<file path="src/design/set_assoc_cache_lru_lookup_top_macros.svh">
// Assertion macros for the set-associative cache lookup block.
// No dependencies; taken in by the modules that carry assertions.
`ifndef SET_ASSOC_CACHE_LRU_LOOKUP_TOP_MACROS_SVH
`define SET_ASSOC_CACHE_LRU_LOOKUP_TOP_MACROS_SVH
`ifndef ASSERT_OFF
// Condition that must hold at every clock edge out of reset.
`define SCL_ASSERT(lbl, clk_s, rstn_s, cond, msg) \
  lbl: assert property (@(posedge clk_s) disable iff (!rstn_s) (cond)) else $error(msg);
// Condition that, when true, implies another one at the next edge.
`define SCL_ASSERT_NEXT(lbl, clk_s, rstn_s, pre, post, msg) \
  lbl: assert property (@(posedge clk_s) disable iff (!rstn_s) (pre) |=> (post)) else $error(msg);
`else
`define SCL_ASSERT(lbl, clk_s, rstn_s, cond, msg)
`define SCL_ASSERT_NEXT(lbl, clk_s, rstn_s, pre, post, msg)
`endif
`endif

</file>
<file path="src/design/scl_pkg.sv">
// Shared constants and helpers for the set-associative cache lookup block.
// No dependencies; used by all modules of the block.
package scl_pkg;

  localparam int ADDR_W     = 32;
  localparam int CNT_W      = 32;
  localparam int WAY_OUT_W  = 3;
  localparam int OUT_DATA_W = 72;

  localparam logic [CNT_W-1:0] CNT_MAX = {CNT_W{1'b1}};

  typedef enum logic {
    REQ_LOOKUP = 1'b0,
    REQ_CLEAR  = 1'b1
  } req_type_t;

  // Index width for a count of n, never below one bit.
  function automatic int idx_w(input int n);
    int w;
    w = $clog2(n);
    return (w < 1) ? 1 : w;
  endfunction

endpackage

</file>
<file path="src/design/scl_ram.sv">
// Simple dual-port synchronous RAM with registered read data.
// Depends on scl_pkg for the index width helper.
module scl_ram #(
  parameter int DATA_W = 8,
  parameter int DEPTH  = 16
) (
  input  logic                                  clk,
  input  logic                                  we,
  input  logic [scl_pkg::idx_w(DEPTH)-1:0]      waddr,
  input  logic [DATA_W-1:0]                     wdata,
  input  logic                                  re,
  input  logic [scl_pkg::idx_w(DEPTH)-1:0]      raddr,
  output logic [DATA_W-1:0]                     rdata
);
  import scl_pkg::*;

  logic [DATA_W-1:0] mem [DEPTH];

  always_ff @(posedge clk) begin
    if (we) begin
      mem[waddr] <= wdata;
    end
    if (re) begin
      rdata <= mem[raddr];
    end
  end

endmodule

</file>
<file path="config.mk">
export PLATFORM = sky130hd
export DESIGN_NAME = scl_ram
export DESIGN_NICKNAME = d
export VERILOG_FILES = /design/src/design/set_assoc_cache_lru_lookup_top_macros.svh /design/src/design/scl_pkg.sv /design/src/design/scl_ram.sv
export SDC_FILE = /design/constraint.sdc
export NUM_CORES = 1
export LEC_CHECK = 0
export BUFFER_PORTS_ARGS = -buffer_cell sky130_fd_sc_hd__buf_2
export CAP_MARGIN = 20
export CORE_MARGIN = 4
export CORE_UTILIZATION = 25
export DETAILED_ROUTE_END_ITERATION = 6
export PLACE_DENSITY_LB_ADDON = 0.12
export SLEW_MARGIN = 20
export SYNTH_ARGS = -nofsm -noshare
export SYNTH_HDL_FRONTEND = slang
export SYNTH_SLANG_ARGS = --single-unit
</file>
<file path="constraint.sdc">
create_clock -name clk -period 2.9 [get_ports clk]
set_clock_uncertainty 0.1 [all_clocks]
set_input_delay 0.58 -clock clk [delete_from_list [all_inputs] [get_ports clk]]
set_output_delay 0.58 -clock clk [all_outputs]
set_load 0.005 [all_outputs]
</file>
==> reports/qor.yml <==
status: "finished clean"
synth.largest_area_cell: "edfxtp_1"
ys_ff_latch: 136
crit_slowest_cell: "mux4_1"
hp-start: "re"
first_global_vias: 2664
postCtsHoldBufs: 0
grtUsageTotal_pct: 10.78
synthDistinctLibCells: 18
hold_viol: 0
hold_ws_ns: 0.4569
reg2reg_depth: 3
first_pass_iters: 4
synth_cells: 229
r2r_start: "mem[5][0]$_DFFE_PP_"
synth_area_leaders: "edfxtp_1 (78%), mux4_2 (7.8%), mux4_1 (7.0%)"
maxSlewViolCount: 0
power.leakage_uw: 0.002125
crit_chain: "buf_2 > buf_12 > mux4_1 > a22oi_1 > nand2_1"
routedWlPerCell_um: 21.02
hold_class: "in -> reg"
startpoint: "raddr[0]"
drc: 0
clock_latency_ns: 0.41
layout.nets: 304
clock_path_buffers: 2
cts_setup_buffers: 0
overflow: 0
crit_path_start_kind: "input pin"
cts.sinks: 136
synth_warnings: 0
drtAntennaViolNets: 0
critical_path.max_fanout: 32
setup_ws_ns: 0.9807
arrival_ns: 1.98
start_util_pct: 25.59
path_class: "in -> reg"
whs_endpoint: "rdata[7]$_DFFE_PP_"
rows: 52
ys_seq_area_share_pct: 78.12
clk_pin_slew_ns: 0.06
portBuffers: 26
grt_max_degree: 33
die_w_um: 152.6
routabilityCongestion: 0.6848
grt_pass1_wl_mm: 17.86
drive_above_1_share_pct: 31.31
cts_buffers: 17
dpl.hpwl_mm: 7.703
vdd_ir_drop_max_uv: 331.7
drtIter0Drc: 150
cts_root_buf: "clkbuf_16"
ff2ff_setup_slack_ns: 1.27
final.setup.tns_ns: 0
max_stage_delay_ns: 0.64
rsz0062_at_grt: "no"
relSlewSlack_pct: 49.73
drv_cap: 0
crit_path_end_kind: "flop"
dieArea_um2: 23290
synth_nets: 248
drt_wl_total_mm: 11.92
p_per_area_nw_per_um2: 721.3
antenna_found_initial: 0
netlist_area_um2: 5228
io_pins: 27
holdPathStages: 1
crit_required_ns: 2.96
die_y_um: 152.6
tritoncts: "yes"
setup_viol: 0
via_per_inst: 4.346
area_delta_synth_final_pct: 22.09
total_power_uw: 4604
yosysTopAreaCellShare_pct: 78.12
core_area_um2: 20430
max_freq_ghz: 0.5210
worst_slew_pin_slew_ns: 0.7513
post-route-period-util_pct: 66.18
htreeDepth: 4
cts.repair.resized: 0
rr_endpoint: "rdata[0]$_DFFE_PP_"
vias: 2464
avgSynthCellArea_um2: 22.83
diodes: 0
post-place-ws_ns: 0.5024
period_minus_slack_ns: 1.919
[cells by family (layout without fill, tap and decap cells)]
family / count (synthesis) / after routing / synth area share [%]
flip-flops: 136 / 136 / 78.12
AND/OR/NAND/NOR: 35 / 35 / 3.136
multiplexers: 32 / 32 / 14.79
AO/OA/AOI/OAI: 16 / 16 / 2.298
buffers and inverters: 10 / 78 / 1.651
[state kept, by name, summed over array words and instances, names as in the netlist]
register and flops:
mem 128, rdata 8
[worst max-delay path: cells and delay by family]
kind | cells | cell delay, ns
multiplexers | 1 | 0.64
buffers and inverters | 2 | 0.36
AO/OA/AOI/OAI | 1 | 0.28
AND/OR/NAND/NOR | 1 | 0.09
[layout by cell type, fill, tap and decap left out, drive strengths merged]
master / count
buf: 47
or3b: 1
and2: 1
nand3: 1
clkinv: 8
nor2: 13
a22oi: 16
and2b: 1
nand2: 9
nor2b: 1
nand2b: 2
clkbuf: 19
nor3: 4
bufinv: 4
nand3b: 2
edfxtp: 136
mux4: 32
[cell usage after synthesis, drive strengths merged]
cell           instances
edfxtp               136
mux4                  32
a22oi                 16
nor2                  13
nand2                  9
buf                    7
nor3                   4
clkdlybuf4s25          3
nand2b                 2
nand3b                 2
and2                   1
and2b                  1
nand3                  1
nor2b                  1
or3b                   1
[report_power, final]
group	switching (uW)	internal, uW	leakage [uW]	total (uW)
clock	748	1420	0.000295	2160
sequential	12.0	2220	0.00124	2230
combinational	125	87.1	0.000594	212
total	884	3720	0.00213	4600
[cell type report]
type / count / area (um^2)
clock buffer: 19 / 432.9
clock inverter: 12 / 157.7
fill: 1996 / 14050
multi-input combinational: 83 / 1057
sequential: 136 / 4084
tap: 270 / 337.8
timing repair buffer: 47 / 312.8
[metal layers]
layer	up-vias	track usage (%)	share of wire (%)
met1	1306	14.38	46
met3	7	3.437	5.0
met2	60	16.90	49
met4	0	3.309	0.87
li1	1091	-	-
met5	-	0	0
[how the worst max path moves through the flow]
| stage | to | slack, ns | depth (start not counted) |
|---|---|---|---|
| CTS | rdata[0]$_DFFE_PP_ | 0.95 | 5 |
| detailed placement | rdata[0]$_DFFE_PP_ | 0.50 | 5 |
| floorplan | mem[0][0]$_DFFE_PP_ | 0.73 | 2 |
| global placement | rdata[0]$_DFFE_PP_ | 0.49 | 5 |
| finish | rdata[0]$_DFFE_PP_ | 0.98 | 5 |
| global route | rdata[0]$_DFFE_PP_ | 0.93 | 5 |
[metrics by stage]
stage | util, % | instance area [um^2] | std cells
final | 31.24 | 6382 | 567
after global routing | 31.24 | 6382 | 567
after CTS | 31.24 | 6382 | 567
after detailed placement | 28.35 | 5792 | 536
after global placement | 28.35 | 5792 | 536
after floorplan | - | 5228 | 229
Power figures use the tool's default switching activity.
