File: src/design/set_assoc_cache_lru_lookup_top_macros.svh
// Assertion macros for the set-associative cache lookup block.
// No dependencies; taken in by the modules that carry assertions.
`ifndef SET_ASSOC_CACHE_LRU_LOOKUP_TOP_MACROS_SVH
`define SET_ASSOC_CACHE_LRU_LOOKUP_TOP_MACROS_SVH
`ifndef ASSERT_OFF
// Condition that must hold at every clock edge out of reset.
`define SCL_ASSERT(lbl, clk_s, rstn_s, cond, msg) \
  lbl: assert property (@(posedge clk_s) disable iff (!rstn_s) (cond)) else $error(msg);
// Condition that, when true, implies another one at the next edge.
`define SCL_ASSERT_NEXT(lbl, clk_s, rstn_s, pre, post, msg) \
  lbl: assert property (@(posedge clk_s) disable iff (!rstn_s) (pre) |=> (post)) else $error(msg);
`else
`define SCL_ASSERT(lbl, clk_s, rstn_s, cond, msg)
`define SCL_ASSERT_NEXT(lbl, clk_s, rstn_s, pre, post, msg)
`endif
`endif

File: src/design/scl_pkg.sv
// Shared constants and helpers for the set-associative cache lookup block.
// No dependencies; used by all modules of the block.
package scl_pkg;

  localparam int ADDR_W     = 32;
  localparam int CNT_W      = 32;
  localparam int WAY_OUT_W  = 3;
  localparam int OUT_DATA_W = 72;

  localparam logic [CNT_W-1:0] CNT_MAX = {CNT_W{1'b1}};

  typedef enum logic {
    REQ_LOOKUP = 1'b0,
    REQ_CLEAR  = 1'b1
  } req_type_t;

  // Index width for a count of n, never below one bit.
  function automatic int idx_w(input int n);
    int w;
    w = $clog2(n);
    return (w < 1) ? 1 : w;
  endfunction

endpackage

File: src/design/scl_lookup.sv
// Tag compare, victim choice and LRU age update for one set row.
// Depends on scl_pkg; purely combinational, fed from the row memories.
module scl_lookup #(
  parameter int WAYS  = 8,
  parameter int TAG_W = 17
) (
  input  logic [WAYS*(scl_pkg::idx_w(WAYS)+1)-1:0] lru_row_i,
  input  logic [WAYS*TAG_W-1:0]                    tag_row_i,
  input  logic [TAG_W-1:0]                         req_tag,
  output logic                                     hit,
  output logic [scl_pkg::idx_w(WAYS)-1:0]          way,
  output logic [WAYS*(scl_pkg::idx_w(WAYS)+1)-1:0] lru_row_o,
  output logic [WAYS*TAG_W-1:0]                    tag_row_o
);
  import scl_pkg::*;

  localparam int AGE_W = idx_w(WAYS);
  localparam int WAY_W = idx_w(WAYS);
  localparam int ENT_W = AGE_W + 1;

  logic [WAYS-1:0]  vld;
  logic [WAYS-1:0]  match;
  logic [AGE_W-1:0] age [WAYS];
  logic [WAY_W-1:0] hit_way;
  logic [WAY_W-1:0] victim;
  logic [AGE_W-1:0] old_age;

  always_comb begin
    for (int i = 0; i < WAYS; i++) begin
      vld[i]   = lru_row_i[i*ENT_W];
      age[i]   = lru_row_i[i*ENT_W+1 +: AGE_W];
      match[i] = vld[i] && (tag_row_i[i*TAG_W +: TAG_W] == req_tag);
    end
  end

  // Lowest matching way wins.
  always_comb begin
    hit_way = '0;
    for (int i = WAYS - 1; i >= 0; i--) begin
      if (match[i]) begin
        hit_way = WAY_W'(i);
      end
    end
  end

  // First invalid way, otherwise the oldest valid way with ties to the lowest.
  always_comb begin
    logic             found_inv;
    logic             have;
    logic [AGE_W-1:0] best;
    found_inv = 1'b0;
    have      = 1'b0;
    best      = '0;
    victim    = '0;
    for (int i = 0; i < WAYS; i++) begin
      if (!found_inv) begin
        if (!vld[i]) begin
          victim    = WAY_W'(i);
          found_inv = 1'b1;
        end else if (!have || (age[i] > best)) begin
          best   = age[i];
          victim = WAY_W'(i);
          have   = 1'b1;
        end
      end
    end
  end

  assign hit     = |match;
  assign way     = hit ? hit_way : victim;
  assign old_age = age[way];

  always_comb begin
    lru_row_o = lru_row_i;
    tag_row_o = tag_row_i;
    for (int i = 0; i < WAYS; i++) begin
      if (WAY_W'(i) == way) begin
        lru_row_o[i*ENT_W]             = 1'b1;
        lru_row_o[i*ENT_W+1 +: AGE_W]  = '0;
        if (!hit) begin
          tag_row_o[i*TAG_W +: TAG_W] = req_tag;
        end
      end else if (vld[i] && (!hit || (age[i] < old_age))) begin
        lru_row_o[i*ENT_W+1 +: AGE_W] = AGE_W'(age[i] + 1'b1);
      end
    end
  end

endmodule

File: config.mk
export PLATFORM = sky130hd
export DESIGN_NAME = scl_lookup
export DESIGN_NICKNAME = d
export VERILOG_FILES = /design/src/design/set_assoc_cache_lru_lookup_top_macros.svh /design/src/design/scl_pkg.sv /design/src/design/scl_lookup.sv
export SDC_FILE = /design/constraint.sdc
export NUM_CORES = 1
export LEC_CHECK = 0
export ABC_AREA = 0
export BUFFER_PORTS_ARGS = -buffer_cell sky130_fd_sc_hd__clkbuf_2
export CAP_MARGIN = 5
export CORE_AREA = 2 2 141 143
export DETAILED_ROUTE_END_ITERATION = 12
export DIE_AREA = 0 0 143 145
export GPL_ROUTABILITY_DRIVEN = 0
export RECOVER_POWER = 100
export REMOVE_ABC_BUFFERS = 1
export SLEW_MARGIN = 20
export SYNTH_ARGS = -nofsm -noshare
export SYNTH_HDL_FRONTEND = slang
export SYNTH_SLANG_ARGS = --single-unit
File: constraint.sdc
create_clock -name vclk -period 14.5
set_input_delay 0.725 -clock vclk [all_inputs]
set_output_delay 0.725 -clock vclk [all_outputs]
set_load 0.03 [all_outputs]
==> reports/summary.txt, run 1 <==
outcome - finished, final reports clean
Comb pwr share - 100.0%
switching share of power - 64.28%
leakage power - 3.858 nW
max-cap viol count - 0
Placed Cells - 1,448
HPWL Detailed - 26,450 microns
WS Path Type - input port to primary output
Worst setup EP type - primary output
width of the die - 143 microns
startpoint types - input port
f_max - 0.07229 GHz
Ys Warns - 0
Post-Layout Cell Count - 1,454
syn avg cell area - 7.685 sq um
CP max stage cell - or4b_1
worst endpoint data arrival time - 13,110 ps
# diodes - 0
share of the synthesized area in the top cell type - 23.50%
Worst EP required - 13,780 ps
Pwr Density - 47.53 nW/um^2
largest net degree at the start of global routing - 21
DR iter-0 viols - 518
clock buffers - 0
sequential power share - 0%
Core Rows - 51
full die area - 20,740 sq um
Vias/cell - 5.807
worst-margin pin slew - 1301 ps
routed len/inst - 22.36 microns
Core ar. - 19,210 sq um
P_sw - 0.2696 mW
Overflow after GRT - 0
final slew viol count - 0
sequential fraction of the synthesis area - 0%
Post-Route WL - 32,520 microns
Slowest Stage Delay on Critical Path - 490 ps
synth top area cells - mux2_2 23%, xnor2_1 13%, ha_1 5.8%, xor2_1 5.2%, nand4_1 4.8%
hold_buf cts - 0
Port Buffers - 357
Slew headroom - 13.28%
CP Max Fanout - 11
Syn Std Cell Area - 6709 sq um
Ports - 357
layout cell share with drive strength beyond 1 - 49.54%
endpoints failing setup - 0
endpoints failing hold - 0
cell taking the most area after synthesis - mux2_2
Hold Path Class - input port to primary output
crit share post-route - 95.40%
Storage cell area - 0 sq um
CP most frequent cell - nor2_1
first-pass GRT wire length - 47,240 microns
DRC - 0
Total Routing Usage GR - 29.19%
first-pass detailed-route iteration total - 5
starting density of the core - 34.93%
final net count - 1,407
area grow syn2layout - 31.50%
antenna violations before repair - 1
FFs & Latches - 0
Die Span Y - 145 microns
maximum vdd ir drop - 0.05038 mV
Clock Power Share - 0%
Total Power - 0.4194 mW
DRT antenna net count - 0
vias in the first global route - 8,154
Period minus WS final - 13,830 ps
via count - 8,444
Mapped Cells - 873
Distinct cells, synth - 85
Pint - 0.1498 mW
[cell type report]
class	instances	area (sq um)
fill	2041	10390
tap	265	331.6
multi-input combinational	778	6415
timing repair buffer	375	1941
inverter	36	135.1
[power groups by stage]
stage	clock, mW	sequential, mW	combinational, mW
after detailed placement	0	0	0.403
after global routing	0	0	0.445
after CTS	0	0	0.405
after global placement	0	0	0.402
after floorplan	0	0	0.262
final	0	0	0.419
[routing by layer]
metal	track usage, %	vias to the layer above	part of all wire, %
met3	4.521	76	7.5
met2	51.60	398	50
met5	0	-	0.040
li1	-	3914	-
met4	8.564	2	3.5
met1	36.08	4054	39
[worst max-delay path: cells and delay by family]
family / cells / cell delay [ps]
simple gates: 25 / 4330
buf+inv: 4 / 730
fa+ha+maj: 8 / 2260
mux: 1 / 280
compound gates: 32 / 4780
[logic make-up (layout without fill, tap and decap cells)]
family	count (synthesis)	after routing	share of synthesized area (%)
buffers and inverters	95	411	6.397
adder cells (fa/ha/maj)	32	32	5.931
multiplexers	151	151	25.33
XOR/XNOR	136	136	17.75
AND/OR/NAND/NOR	309	309	26.13
AO/OA/AOI/OAI	150	150	18.46
[final timing paths]
path,from,to,cells past startpoint
max,lru_row_i[0],lru_row_o[6],70
min,tag_row_i[91],tag_row_o[91],3
[cell usage in the layout (no fill, tap or decap), types with 10 or more instances in the layout]
cell type / Yosys / routed
clkbuf_2: 0 / 353
xnor2_1: 96 / 96
nand3_1: 24 / 24
mux2_2: 140 / 140
nand2_1: 66 / 64
a21oi_1: 31 / 30
xor2_1: 40 / 40
o21ai_1: 9 / 10
o21ai_0: 18 / 16
or2_2: 10 / 10
or3_1: 15 / 14
nor3_1: 21 / 20
ha_1: 31 / 31
inv_1: 34 / 33
nor2_1: 37 / 34
o31ai_1: 12 / 11
nand4_1: 51 / 51
buf_4: 3 / 19
nor4_1: 23 / 22
[cell usage after synthesis, drive strengths merged, types with 3 or more instances]
cell type,instances
o21a,5
a41oi,3
o32ai,4
nand2b,9
o311ai,3
a211oi,6
nand3,25
nor2,37
o41ai,3
or3,16
or4b,4
nor4,29
mux2i,11
o21ai,29
or4,4
and3,4
ha,31
mux2,140
and2,6
a31oi,8
nor3b,6
nor4b,4
clkbuf,17
a211o,4
nor3,26
xor2,40
o22ai,5
buf,42
nand2,68
nor2b,4
inv,35
o211ai,10
xnor2,96
o31ai,15
or2,10
a21oi,32
a2111oi,9
nand4,51
[through the flow]
| stage | util (%) | hold slack (ps) | setup WS, ps | instance area [sq um] | TNS (ps) |
|---|---|---|---|---|---|
| 5_1_grt | 45.93 | 1889 | -152.3 | 8822 | -1059 |
| 4_1_cts | 45.03 | 1874 | 40.31 | 8648 | 0 |
| 3_3_place_gp | 44.99 | 1873 | 440.0 | 8642 | 0 |
| 2_1_floorplan | - | 1627 | 755.5 | 6415 | 0 |
| 3_5_place_dp | 44.99 | 1874 | 8.154 | 8642 | 0 |
| 6_report | 45.93 | 1873 | 667.2 | 8822 | 0 |
[what timing repair did]
| action | CTS | global route |
|---|---|---|
| buffers inserted | 0 | 6 |
| gates resized for setup | 1 | 30 |
| pin swaps | 0 | 4 |
| hold endpoints to repair | 0 | 0 |
| cloned | 0 | 0 |
| endpoints found under the setup margin | 2 | 126 |
(Power assumes the default switching activity.)
==> inputs of run 2 (changes only) <==
--- a/config.mk
+++ b/config.mk
@@ -13,7 +13,6 @@
 export DIE_AREA = 0 0 143 145
 export GPL_ROUTABILITY_DRIVEN = 0
 export RECOVER_POWER = 100
-export REMOVE_ABC_BUFFERS = 1
 export SLEW_MARGIN = 20
 export SYNTH_ARGS = -nofsm -noshare
 export SYNTH_HDL_FRONTEND = slang
==> run 2 against run 1 <==
Against the previous run: combinational power about the same; fmax is 0.50% higher; critical endpoint unchanged; core utilization rose by 0.31 points; hold slack barely moved; routed wire length shrank 3.2%; global-route usage is 0.75 points lower; first-iteration DRC count fell by 4.4%.
==> reports/summary.txt, run 2 (synthesized netlist as in run 1, its figures left out) <==
first-pass GRT wire length - 46,540 microns
Period minus WS final - 13,760 ps
HPWL Detailed - 26,280 microns
hold_buf cts - 0
vias in the first global route - 7,896
Worst setup EP type - primary output
outcome - finished, final reports clean
antenna violations before repair - 0
largest net degree at the start of global routing - 24
endpoints failing hold - 0
CP max stage cell - or4b_1
DRC - 0
# diodes - 0
f_max - 0.07265 GHz
worst endpoint data arrival time - 13,040 ps
leakage power - 3.887 nW
Overflow after GRT - 0
Worst EP required - 13,780 ps
layout cell share with drive strength beyond 1 - 49.92%
DRT antenna net count - 0
WHS - 1873 ps
crit share post-route - 94.92%
DR iter-0 viols - 495
first-pass detailed-route iteration total - 5
maximum vdd ir drop - 0.04485 mV
endpoints failing setup - 0
routed len/inst - 21.58 microns
clock buffers - 0
Mapped Nets - 1,089
Slowest Stage Delay on Critical Path - 480 ps
worst-margin pin slew - 983.1 ps
area grow syn2layout - 32.38%
via count - 8,343
Post-Route WL - 31,480 microns
width of the die - 143 microns
starting density of the core - 34.93%
Slew headroom - 34.46%
final slew viol count - 0
full die area - 20,740 sq um
max-cap viol count - 0
Core ar. - 19,210 sq um
Storage cell area - 0 sq um
Hold Path Class - input port to primary output
Die Span Y - 145 microns
most common cell after layout, fill and taps aside - clkbuf_2
most frequent cells in the layout - 352 x clkbuf_2, 140 x mux2_2, 96 x xnor2_1
Pwr Density - 47.28 nW/um^2
FFs & Latches - 0
CP most frequent cell - ha_1
Total Power - 0.4199 mW
delay-heaviest family, CP - simple AND/OR/NAND/NOR gates
final net count - 1,412
Port Buffers - 357
WS Path Type - input port to primary output
Vias/cell - 5.718
Ports - 357
WP buf/inv - 5
CP Max Fanout - 8
Core Rows - 51
Total Routing Usage GR - 28.44%
startpoint types - input port
==> run 2: worst min-delay path, cell delays in order <==
cell	delay [ps]
clkbuf_2	100
mux2_2	140
clkbuf_2	190
==> run 2: what timing repair did <==
item / CTS / global route
resized for setup: 1 / 33
cloned: 0 / 1
setup buffers: 0 / 10
pin swaps: 0 / 6
endpoints found under the hold margin: 0 / 0
endpoints found under the setup margin: 2 / 109
==> run 2: report_power, final <==
part	switching, mW	total (mW)	internal [mW]	leakage [nW]
clock	0	0	0	0
combinational	0.269	0.420	0.151	3.89
sequential	0	0	0	0
total	0.269	0.420	0.151	3.89
==> run 2: final timing paths <==
check | slack, ps | start | end | cells after the start
min | 1870 | tag_row_i[1] | tag_row_o[1] | 3
max | 740 | lru_row_i[2] | lru_row_o[6] | 68
==> run 2: metrics by stage <==
| step | util (%) | cell area [sq um] | setup slack (ps) | setup TNS (ps) | cells |
|---|---|---|---|---|---|
| after floorplan | - | 6709 | 846.1 | 0 | 873 |
| after global placement | 44.99 | 8642 | 355.8 | 0 | 1448 |
| after detailed placement | 44.99 | 8642 | -10.63 | -11.99 | 1448 |
| after CTS | 45.03 | 8650 | 95.54 | 0 | 1448 |
| after global routing | 46.24 | 8881 | -222.3 | -2227 | 1459 |
| final | 46.24 | 8881 | 736.1 | 0 | 1459 |
==> run 2: layout make-up <==
cell class / instances / area [sq um]
inverters: 36 / 135.1
well taps: 265 / 331.6
fillers: 1985 / 10330
multi-input cells: 779 / 6444
repair buffers: 379 / 1971
==> run 2: metal layers <==
metal | GRT usage, % | routed length (microns)
met1 | 36.93 | 13300
met2 | 47.78 | 14740
met5 | 0 | 0
met4 | 8.812 | 1293
met3 | 4.620 | 2154
